==> src/hw/rtl/bwhm_pkg.sv <==
// Shared types and constants of the best-window Hamming match block.
// Depends on nothing; imported by bwhm_window and best_window_hamming_match_top.
`default_nettype none

package bwhm_pkg;

    // Item kinds carried in the request's user field.
    localparam logic OP_PATTERN = 1'b0;
    localparam logic OP_GENOME  = 1'b1;

    // Three genomes are compared; the last one closes the run.
    localparam int          NUM_GENOMES = 3;
    localparam logic [1:0]  GENOME_LAST = 2'd2;

    // Popcount is split into groups of this many match bits.
    localparam int GROUP_BITS  = 8;
    localparam int GROUP_CNT_W = 4;

    // Result field widths.
    localparam int BEST_W = 7;
    localparam int MASK_W = 3;

    // Controls from the top level to the window and pattern registers.
    typedef struct packed {
        logic shift;        // a genome character enters the window
        logic pat_load;     // a pattern character is stored
        logic pat_restart;  // the stored pattern is discarded first
        logic stage_en;     // the pipeline advances
    } win_ctl_t;

    // Per-item information that travels along the scoring pipeline.
    typedef struct packed {
        logic [1:0] genome_id;
        logic       last;
        logic       clr;       // first character of a genome
        logic       win;       // a full window is present
        logic       len_diff;  // genome lengths differ after this item
    } tag_t;

    // One result as held in the output and skid registers.
    typedef struct packed {
        logic              status;
        logic [MASK_W-1:0] best_mask;
        logic [BEST_W-1:0] best_matches;
        logic [1:0]        genome_id;
        logic              final_report;
    } res_t;

endpackage

`default_nettype wire

==> src/hw/rtl/bwhm_window.sv <==
// Pattern and genome window shift registers with the parallel compare array.
// Depends on bwhm_pkg for the control struct.
`default_nettype none

module bwhm_window #(
    parameter int PATTERN_MAX = 64
) (
    input  wire                       aclk,
    input  wire                       aresetn,
    input  bwhm_pkg::win_ctl_t        ctl,
    input  wire  [7:0]                character,
    output logic [PATTERN_MAX-1:0]    match_reg
);
    import bwhm_pkg::*;

    // The pattern is kept right-aligned so that entry k always faces window entry k.
    logic [7:0]             pat_reg [PATTERN_MAX];
    logic [PATTERN_MAX-1:0] pmask_reg;
    logic [PATTERN_MAX-1:0] pmask_next;
    logic [PATTERN_MAX-1:0] pmask_base;
    logic [7:0]             win_reg  [PATTERN_MAX];
    logic [7:0]             win_next [PATTERN_MAX];
    logic [7:0]             pat_next [PATTERN_MAX];
    logic [PATTERN_MAX-1:0] match_next;

    // Shift the new character in at the top of both lines.
    always_comb begin
        pmask_base = ctl.pat_restart ? '0 : pmask_reg;
        for (int k = 0; k < PATTERN_MAX - 1; k++) begin
            win_next[k]   = win_reg[k + 1];
            pat_next[k]   = pat_reg[k + 1];
            pmask_next[k] = pmask_base[k + 1];
        end
        win_next[PATTERN_MAX - 1]   = character;
        pat_next[PATTERN_MAX - 1]   = character;
        pmask_next[PATTERN_MAX - 1] = 1'b1;
    end

    // Compare every pattern position against the window that includes this character.
    always_comb begin
        for (int k = 0; k < PATTERN_MAX; k++) begin
            match_next[k] = pmask_reg[k] && (pat_reg[k] == win_next[k]);
        end
    end

    // The pattern valid mask is control state.
    always_ff @(posedge aclk) begin
        if (!aresetn) begin
            pmask_reg <= '0;
        end else if (ctl.pat_load) begin
            pmask_reg <= pmask_next;
        end
    end

    // Character lines and the registered match vector.
    always_ff @(posedge aclk) begin
        if (ctl.pat_load) begin
            pat_reg <= pat_next;
        end
        if (ctl.shift) begin
            win_reg <= win_next;
        end
        if (ctl.stage_en) begin
            match_reg <= match_next;
        end
    end

endmodule

`default_nettype wire

==> src/hw/rtl/best_window_hamming_match_top.sv <==
// Top level of the best-window Hamming match block: item decode, genome
// bookkeeping, popcount pipeline, best-count tracking and output skid.
// Depends on bwhm_pkg and bwhm_window.
`default_nettype none

// The block accepts one character request per clock cycle while s_tready is
// high. Pattern characters (user opcode 0) build a right-aligned pattern of up
// to PATTERN_MAX bytes; genome characters (opcode 1) enter a window of the same
// depth, and every position is compared in parallel against the pattern. The
// match count is summed over two registered stages, so a genome's result leaves
// on m_* through the input, match, popcount and output registers, and a new
// character can be taken in every cycle that s_tready is high. The rate is set
// by the compare array and the eight-bit popcount groups, one pass per character.
// An output register plus a skid register keep s_tready registered; s_tready
// only drops while both hold a result. Genome lengths saturate at GENOME_LEN_MAX,
// and best_matches carries the low seven bits of the count.
module best_window_hamming_match_top #(
    parameter int PATTERN_MAX    = 64,
    parameter int GENOME_LEN_MAX = 65535
) (
    input  wire         aclk,
    input  wire         aresetn,
    // Request channel.
    input  wire         s_tvalid,
    output logic        s_tready,
    input  wire  [7:0]  s_tdata,   // [7:0] character
    input  wire  [2:0]  s_tuser,   // [0] opcode, [2:1] genome_index
    input  wire         s_tlast,   // last character of pattern or genome
    // Result channel.
    output logic        m_tvalid,
    input  wire         m_tready,
    output logic [15:0] m_tdata,   // [6:0] best_matches, [9:7] best_mask, [10] status
    output logic [1:0]  m_tuser,   // [1:0] genome_id
    output logic        m_tlast    // final_report
);
    import bwhm_pkg::*;

    localparam int LW = $clog2(PATTERN_MAX + 1);
    localparam int GW = $clog2(GENOME_LEN_MAX + 1);
    localparam int CW = (GW > LW) ? GW : LW;
    localparam int NG = (PATTERN_MAX + GROUP_BITS - 1) / GROUP_BITS;

    // Pipeline advance: everything moves unless the skid register is full.
    logic skid_valid_reg;
    logic adv;
    assign adv      = !skid_valid_reg;
    assign s_tready = adv;

    // Input register.
    logic       s0_valid_reg;
    logic       s0_op_reg;
    logic [7:0] s0_char_reg;
    logic [1:0] s0_g_reg;
    logic       s0_last_reg;

    always_ff @(posedge aclk) begin
        if (!aresetn) begin
            s0_valid_reg <= 1'b0;
        end else if (adv) begin
            s0_valid_reg <= s_tvalid;
        end
    end

    always_ff @(posedge aclk) begin
        if (adv) begin
            s0_op_reg   <= s_tuser[0];
            s0_char_reg <= s_tdata;
            s0_g_reg    <= s_tuser[2:1];
            s0_last_reg <= s_tlast;
        end
    end

    // Pattern and genome bookkeeping state.
    logic [LW-1:0] plen_reg;
    logic          closed_reg;
    logic          open_reg;
    logic [GW-1:0] fill_reg;
    logic [GW-1:0] glen_reg [NUM_GENOMES];

    logic          is_pat;
    logic          is_gen;
    logic          start;
    logic [LW-1:0] plen_base;
    logic [LW-1:0] plen_next;
    logic [GW-1:0] fill_next;
    logic [GW-1:0] glen_base;
    logic [GW-1:0] glen_next [NUM_GENOMES];
    logic          win_ok;
    logic          len_diff;
    win_ctl_t      ctl;
    tag_t          s0_tag;

    function automatic logic [GW-1:0] sat_inc(input logic [GW-1:0] v);
        return (v < GW'(GENOME_LEN_MAX)) ? v + 1'b1 : v;
    endfunction

    // Decode the item and work out the state that follows it.
    always_comb begin
        is_pat    = s0_valid_reg && (s0_op_reg == OP_PATTERN);
        is_gen    = s0_valid_reg && (s0_op_reg == OP_GENOME) && (s0_g_reg <= GENOME_LAST);
        start     = !open_reg;

        plen_base = closed_reg ? '0 : plen_reg;
        ctl.pat_restart = closed_reg;
        ctl.pat_load    = adv && is_pat && (plen_base < LW'(PATTERN_MAX));
        ctl.shift       = adv && is_gen;
        ctl.stage_en    = adv;
        plen_next = ctl.pat_load ? plen_base + 1'b1 : plen_base;

        fill_next = sat_inc(start ? '0 : fill_reg);
        for (int k = 0; k < NUM_GENOMES; k++) begin
            if (2'(k) == s0_g_reg) begin
                glen_base    = start ? '0 : glen_reg[k];
                glen_next[k] = sat_inc(glen_base);
            end else begin
                glen_base    = glen_reg[k];
                glen_next[k] = glen_reg[k];
            end
        end

        win_ok   = (plen_reg != '0) && (CW'(fill_next) >= CW'(plen_reg));
        len_diff = (glen_next[0] != glen_next[1]) || (glen_next[1] != glen_next[2]);

        s0_tag.genome_id = s0_g_reg;
        s0_tag.last      = s0_last_reg;
        s0_tag.clr       = start;
        s0_tag.win       = win_ok;
        s0_tag.len_diff  = len_diff;
    end

    always_ff @(posedge aclk) begin
        if (!aresetn) begin
            plen_reg   <= '0;
            closed_reg <= 1'b0;
            open_reg   <= 1'b0;
            fill_reg   <= '0;
            for (int k = 0; k < NUM_GENOMES; k++) begin
                glen_reg[k] <= '0;
            end
        end else if (adv) begin
            if (is_pat) begin
                plen_reg   <= plen_next;
                closed_reg <= s0_last_reg;
            end
            if (is_gen) begin
                open_reg <= !s0_last_reg;
                fill_reg <= fill_next;
                glen_reg <= glen_next;
            end
        end
    end

    // Window registers and compare array; the match vector is stage 1.
    logic [PATTERN_MAX-1:0] match_reg;

    bwhm_window #(
        .PATTERN_MAX (PATTERN_MAX)
    ) u_window (
        .aclk      (aclk),
        .aresetn   (aresetn),
        .ctl       (ctl),
        .character (s0_char_reg),
        .match_reg (match_reg)
    );

    logic s1_valid_reg;
    tag_t s1_tag_reg;

    always_ff @(posedge aclk) begin
        if (!aresetn) begin
            s1_valid_reg <= 1'b0;
        end else if (adv) begin
            s1_valid_reg <= is_gen;
        end
    end

    always_ff @(posedge aclk) begin
        if (adv) begin
            s1_tag_reg <= s0_tag;
        end
    end

    // Stage 2: popcount of each group of match bits.
    logic [NG*GROUP_BITS-1:0] match_pad;
    logic [GROUP_CNT_W-1:0]   part_next [NG];
    logic [GROUP_CNT_W-1:0]   part_reg  [NG];
    logic                     s2_valid_reg;
    tag_t                     s2_tag_reg;

    assign match_pad = (NG*GROUP_BITS)'(match_reg);

    always_comb begin
        for (int i = 0; i < NG; i++) begin
            part_next[i] = '0;
            for (int j = 0; j < GROUP_BITS; j++) begin
                part_next[i] = part_next[i] + GROUP_CNT_W'(match_pad[i*GROUP_BITS + j]);
            end
        end
    end

    always_ff @(posedge aclk) begin
        if (!aresetn) begin
            s2_valid_reg <= 1'b0;
        end else if (adv) begin
            s2_valid_reg <= s1_valid_reg;
        end
    end

    always_ff @(posedge aclk) begin
        if (adv) begin
            part_reg   <= part_next;
            s2_tag_reg <= s1_tag_reg;
        end
    end

    // Stage 3: total count, best-count update and result assembly.
    logic [LW-1:0] cnt;
    logic [LW-1:0] best_reg  [NUM_GENOMES];
    logic [LW-1:0] best_next [NUM_GENOMES];
    logic [LW-1:0] best_base;
    logic [LW-1:0] best_sel;
    logic [LW-1:0] best_top;
    logic [MASK_W-1:0] tie_mask;
    logic          is_final;
    logic          res_valid;
    res_t          res;

    always_comb begin
        cnt = '0;
        for (int i = 0; i < NG; i++) begin
            cnt = cnt + LW'(part_reg[i]);
        end

        best_sel = '0;
        for (int k = 0; k < NUM_GENOMES; k++) begin
            if (2'(k) == s2_tag_reg.genome_id) begin
                best_base    = s2_tag_reg.clr ? '0 : best_reg[k];
                best_next[k] = (s2_tag_reg.win && (cnt > best_base)) ? cnt : best_base;
                best_sel     = best_next[k];
            end else begin
                best_base    = best_reg[k];
                best_next[k] = best_reg[k];
            end
        end

        best_top = best_next[0];
        if (best_next[1] > best_top) begin
            best_top = best_next[1];
        end
        if (best_next[2] > best_top) begin
            best_top = best_next[2];
        end
        for (int k = 0; k < NUM_GENOMES; k++) begin
            tie_mask[k] = (best_next[k] == best_top);
        end

        is_final  = (s2_tag_reg.genome_id == GENOME_LAST);
        res_valid = adv && s2_valid_reg && s2_tag_reg.last;

        res.genome_id    = s2_tag_reg.genome_id;
        res.best_matches = BEST_W'(best_sel);
        res.final_report = is_final;
        res.status       = is_final && s2_tag_reg.len_diff;
        res.best_mask    = (is_final && !s2_tag_reg.len_diff) ? tie_mask : '0;
    end

    always_ff @(posedge aclk) begin
        if (!aresetn) begin
            for (int k = 0; k < NUM_GENOMES; k++) begin
                best_reg[k] <= '0;
            end
        end else if (adv && s2_valid_reg) begin
            best_reg <= best_next;
        end
    end

    // Output register with a skid register behind it.
    logic m_valid_reg;
    res_t m_res_reg;
    res_t skid_res_reg;
    logic m_fire;

    assign m_fire = m_valid_reg && m_tready;

    always_ff @(posedge aclk) begin
        if (!aresetn) begin
            m_valid_reg    <= 1'b0;
            skid_valid_reg <= 1'b0;
        end else begin
            if (skid_valid_reg) begin
                if (m_fire) begin
                    skid_valid_reg <= 1'b0;
                end
            end else if (res_valid) begin
                if (m_valid_reg && !m_tready) begin
                    skid_valid_reg <= 1'b1;
                end else begin
                    m_valid_reg <= 1'b1;
                end
            end else if (m_fire) begin
                m_valid_reg <= 1'b0;
            end
        end
    end

    always_ff @(posedge aclk) begin
        if (skid_valid_reg) begin
            if (m_fire) begin
                m_res_reg <= skid_res_reg;
            end
        end else if (res_valid) begin
            if (m_valid_reg && !m_tready) begin
                skid_res_reg <= res;
            end else begin
                m_res_reg <= res;
            end
        end
    end

    assign m_tvalid = m_valid_reg;
    assign m_tdata  = {5'b0, m_res_reg.status, m_res_reg.best_mask, m_res_reg.best_matches};
    assign m_tuser  = m_res_reg.genome_id;
    assign m_tlast  = m_res_reg.final_report;

    // The skid register is only filled behind a result that is still waiting.
    assert property (@(posedge aclk) disable iff (!aresetn)
        skid_valid_reg |-> m_valid_reg)
        else $error("skid register holds a result while the output register is empty");

    // A final report only closes the last genome.
    assert property (@(posedge aclk) disable iff (!aresetn)
        (m_tvalid && m_tlast) |-> (m_tuser == GENOME_LAST))
        else $error("final report for a genome other than the last");

    // A length mismatch reports an empty tie mask, and only on a final report.
    assert property (@(posedge aclk) disable iff (!aresetn)
        (m_tvalid && m_tdata[10]) |-> (m_tlast && (m_tdata[9:7] == 3'b000)))
        else $error("length mismatch status with a tie mask or outside a final report");

    // A stalled result must not be replaced before it is taken.
    assert property (@(posedge aclk) disable iff (!aresetn)
        (m_valid_reg && !m_tready) |=> (m_valid_reg && $stable(m_res_reg)))
        else $error("waiting result changed before it was taken");

endmodule

`default_nettype wire
==> config.mk <==
export PLATFORM = sky130hd
export DESIGN_NAME = best_window_hamming_match_top
export DESIGN_NICKNAME = d
export VERILOG_FILES = /design/src/hw/rtl/bwhm_pkg.sv /design/src/hw/rtl/bwhm_window.sv /design/src/hw/rtl/best_window_hamming_match_top.sv
export SDC_FILE = /design/constraint.sdc
export NUM_CORES = 2
export LEC_CHECK = 0
export ABC_AREA = 1
export BUFFER_PORTS_ARGS = -buffer_cell sky130_fd_sc_hd__buf_2
export CAP_MARGIN = 20
export CELL_PAD_IN_SITES_DETAIL_PLACEMENT = 0
export CELL_PAD_IN_SITES_GLOBAL_PLACEMENT = 1
export CORE_ASPECT_RATIO = 1.1
export CORE_UTILIZATION = 40
export CTS_BUF_LIST = sky130_fd_sc_hd__clkbuf_4 sky130_fd_sc_hd__clkbuf_8 sky130_fd_sc_hd__clkbuf_16
export DETAILED_ROUTE_END_ITERATION = 6
export GPL_ROUTABILITY_DRIVEN = 0
export PLACE_DENSITY_LB_ADDON = 0.1
export SYNTH_ARGS = -nofsm -noshare
export SYNTH_HDL_FRONTEND = slang
export SYNTH_HIERARCHICAL = 1
export SYNTH_SLANG_ARGS = --single-unit
==> constraint.sdc <==
create_clock -name aclk -period 47.6 [get_ports aclk]
set_input_delay 9.52 -clock aclk [delete_from_list [all_inputs] [get_ports aclk]]
set_output_delay 9.52 -clock aclk [all_outputs]
set_load 0.005 [all_outputs]
==> flow_summary.ini <==
[flow_run]
cap_violations = 0

[cts]
cts_resized = 0
cts_tree = built
cts_hold_buffers = 0
htree_levels = 4
cts_buffers = 147
clk_latency_ps = 770
clock_sinks = 1327
cts.clk_slew.worst_paths_ps = 50
cts-root-buf = clkbuf_16
cts_setup_buffers = 0
clockBufferDepth = 3

[synth]
synthMuxAreaShare = 0.000173
avgSynthCellArea_um2 = 10.7
synth_top_family_by_area = simple AND/OR/NAND/NOR gates
synth.area.top_cells = edfxtp_1 (60%), nand2_1 (8.7%), inv_1 (6.3%)
yosysWarnings = 6
async_reset_ff_frac = 0
syn-cell-area_mm2 = 0.0578
synth_xor_area_frac = 0.0283
synth_commonest_cells = nand2_1 (1344), edfxtp_1 (1164), inv_1 (968)
synth_seq_cells = 1327
synth_compound_area_frac = 0.0453
synthSimpleGateAreaFrac = 0.158
synth_top_cell_area_share = 0.605
yosysTopAreaCell = edfxtp_1
synth_edf_count = 1164
yosysSeqAreaShare = 0.661
synthCells = 5418
yosys_most_used_dff = edfxtp_1
synth_cell_types = 56
yosys.cell_count.top_type = nand2_1
synthAdderAreaFrac = 0.0353

[cells_and_area]
post-route-util = 0.458
area_growth_pct = 13.0
drive_gt1_frac = 0.0701
fillers = 13277
regArea_mm2 = 0.0382
antenna_cells = 0
multiInputGateArea_mm2 = 0.0155
nets = 5701

[global_routing]
grt_pass1_wl_mm = 196
grt_max_degree = 160
grt_pass1_vias = 33928
antenna_found_initial = 1
overflow = 0
grtUsageTotal = 0.174

[timing]
rsz0062_at_grt = no
tightest_slew_ps = 1160
clock.fmax_ghz = 0.0849
skew_ps = 38.2
slew-limit-headroom = 0.229
period_minus_slack_ps = 11780
setup_violations = 0
hold_viol_final = 0
setup_tns_ps = 0
finalCritPeriodShare = 0.248
maxSlewViolCount = 0

[power_and_ir_drop]
power_frac_seq = 0.507
powerDensity_mw_per_mm2 = 39.7
p_comb_frac = 0.039
p_leak_nw = 27.3
internal-power_w = 0.00202
p_switching_w = 0.000570
ir_worst_vdd_v = 0.0000301
power_frac_clock = 0.454
swShare = 0.220

[detailed_routing]
antenna_left = 0
vias = 34712
drc = 0
post_drt_wl_per_cell_um = 16.5
drt_iter0_markers = 2201
first_pass_iters = 6
routed_via_density = 4.57
routed_wl_mm = 125

[setup_path]
required_ps = 38080
crit_start = skid_valid_reg
critPathBufInv = 2
critPathMaxStageDelay_ps = 860
path_class = flip-flop to output port
critPathTopFamily = flip-flops
worst_setup_path_end_kind = output port
slowest_stage = dfxtp_1
critPathLaunchType = flip-flop
path_cells = inv_8 > buf_2
r2r-start = part_reg[2]
worst-path-max-fanout = 45
arrival_ps = 2260

[place]
post-dp-hpwl_mm = 83.1
place.port_buffers = 31

[min_path]
hold_start = s1_tag_reg[5]
hold_path.class = flip-flop to flip-flop

[die]
die_h_um = 401
boundaryPins = 37
coreArea_mm2 = 0.143
dieWidth_um = 364
initial_core_util = 0.405
die_area_mm2 = 0.146
rows = 145

[outcome]
outcome = completed
final cells by class:
| class | count | share of cell area |
|---|---|---|
| tap | 1911 | 0.0366 |
| timing repair buffer | 59 | 0.00607 |
| clock inverter | 66 | 0.0142 |
| sequential | 1327 | 0.585 |
| multi-input combinational | 3042 | 0.237 |
| inverter | 978 | 0.0565 |
| clock buffer | 208 | 0.0641 |
per-layer routing:
layer / global-route usage / vias up / part of all wire
li1: - / 17816 / -
met1: 0.232 / 16190 / 0.45
met2: 0.289 / 519 / 0.48
met3: 0.0293 / 187 / 0.037
met4: 0.0497 / 0 / 0.023
met5: 0 / - / 0
final timing paths:
check	endpoint	slack [ps]	cells past startpoint
setup / recovery	s_tready	35820	2
hold / removal	res[2]	420	0
hold reg to reg	res[2]	420	0
setup reg to reg	m_tdata[8]	37890	44
power groups by stage:
stage / Sequential [W] / Clock (W) / Combinational (W)
3_3_place_gp: 0.00134 / 0 / 0.000102
3_5_place_dp: 0.00134 / 0 / 0.000102
2_1_floorplan: 0.00135 / 0 / 0.0000754
6_report: 0.00131 / 0.00118 / 0.000101
5_1_grt: 0.00132 / 0.00126 / 0.000116
4_1_cts: 0.00131 / 0.00121 / 0.000103
logic make-up (layout without fill, tap and decap cells):
group,count (synthesis),in the layout
flops,1327,1327
buf+inv,1053,1311
compound gates,471,471
other cells,1,5
simple gates,2248,2248
mux,1,1
xor+xnor,187,187
fa+ha+maj,130,130
per-stage QoR:
stage	setup WS [ps]	hold slack (ps)	total power [W]	cells	cell area, um^2
global route	35560	425	0.00269	7591	65300
CTS	35720	420	0.00263	7590	65300
detailed placement	35960	406	0.00144	7316	60200
global placement	35990	403	0.00144	7315	60200
finish	35820	417	0.00259	7591	65300
floorplan	18580	400	0.00143	5422	57800
placed cells by master, fill, tap and decap left out, types with 20 or more instances in the layout:
cell	netlist	routed
nand4_1	26	26
nand2_2	20	20
buf_4	12	26
nor2_1	525	525
clkbuf_4	0	53
ha_1	75	75
dfxtp_1	163	162
o21ai_0	230	230
xnor2_1	143	143
nand2_1	1344	1344
inv_1	968	967
edfxtp_1	1164	1164
nand3_1	261	261
fa_1	55	55
o21a_1	48	48
clkbuf_16	0	147
a21oi_1	153	152
xor2_1	44	44
buf_2	17	30
Note: power is estimated with default switching activity, not from simulation.
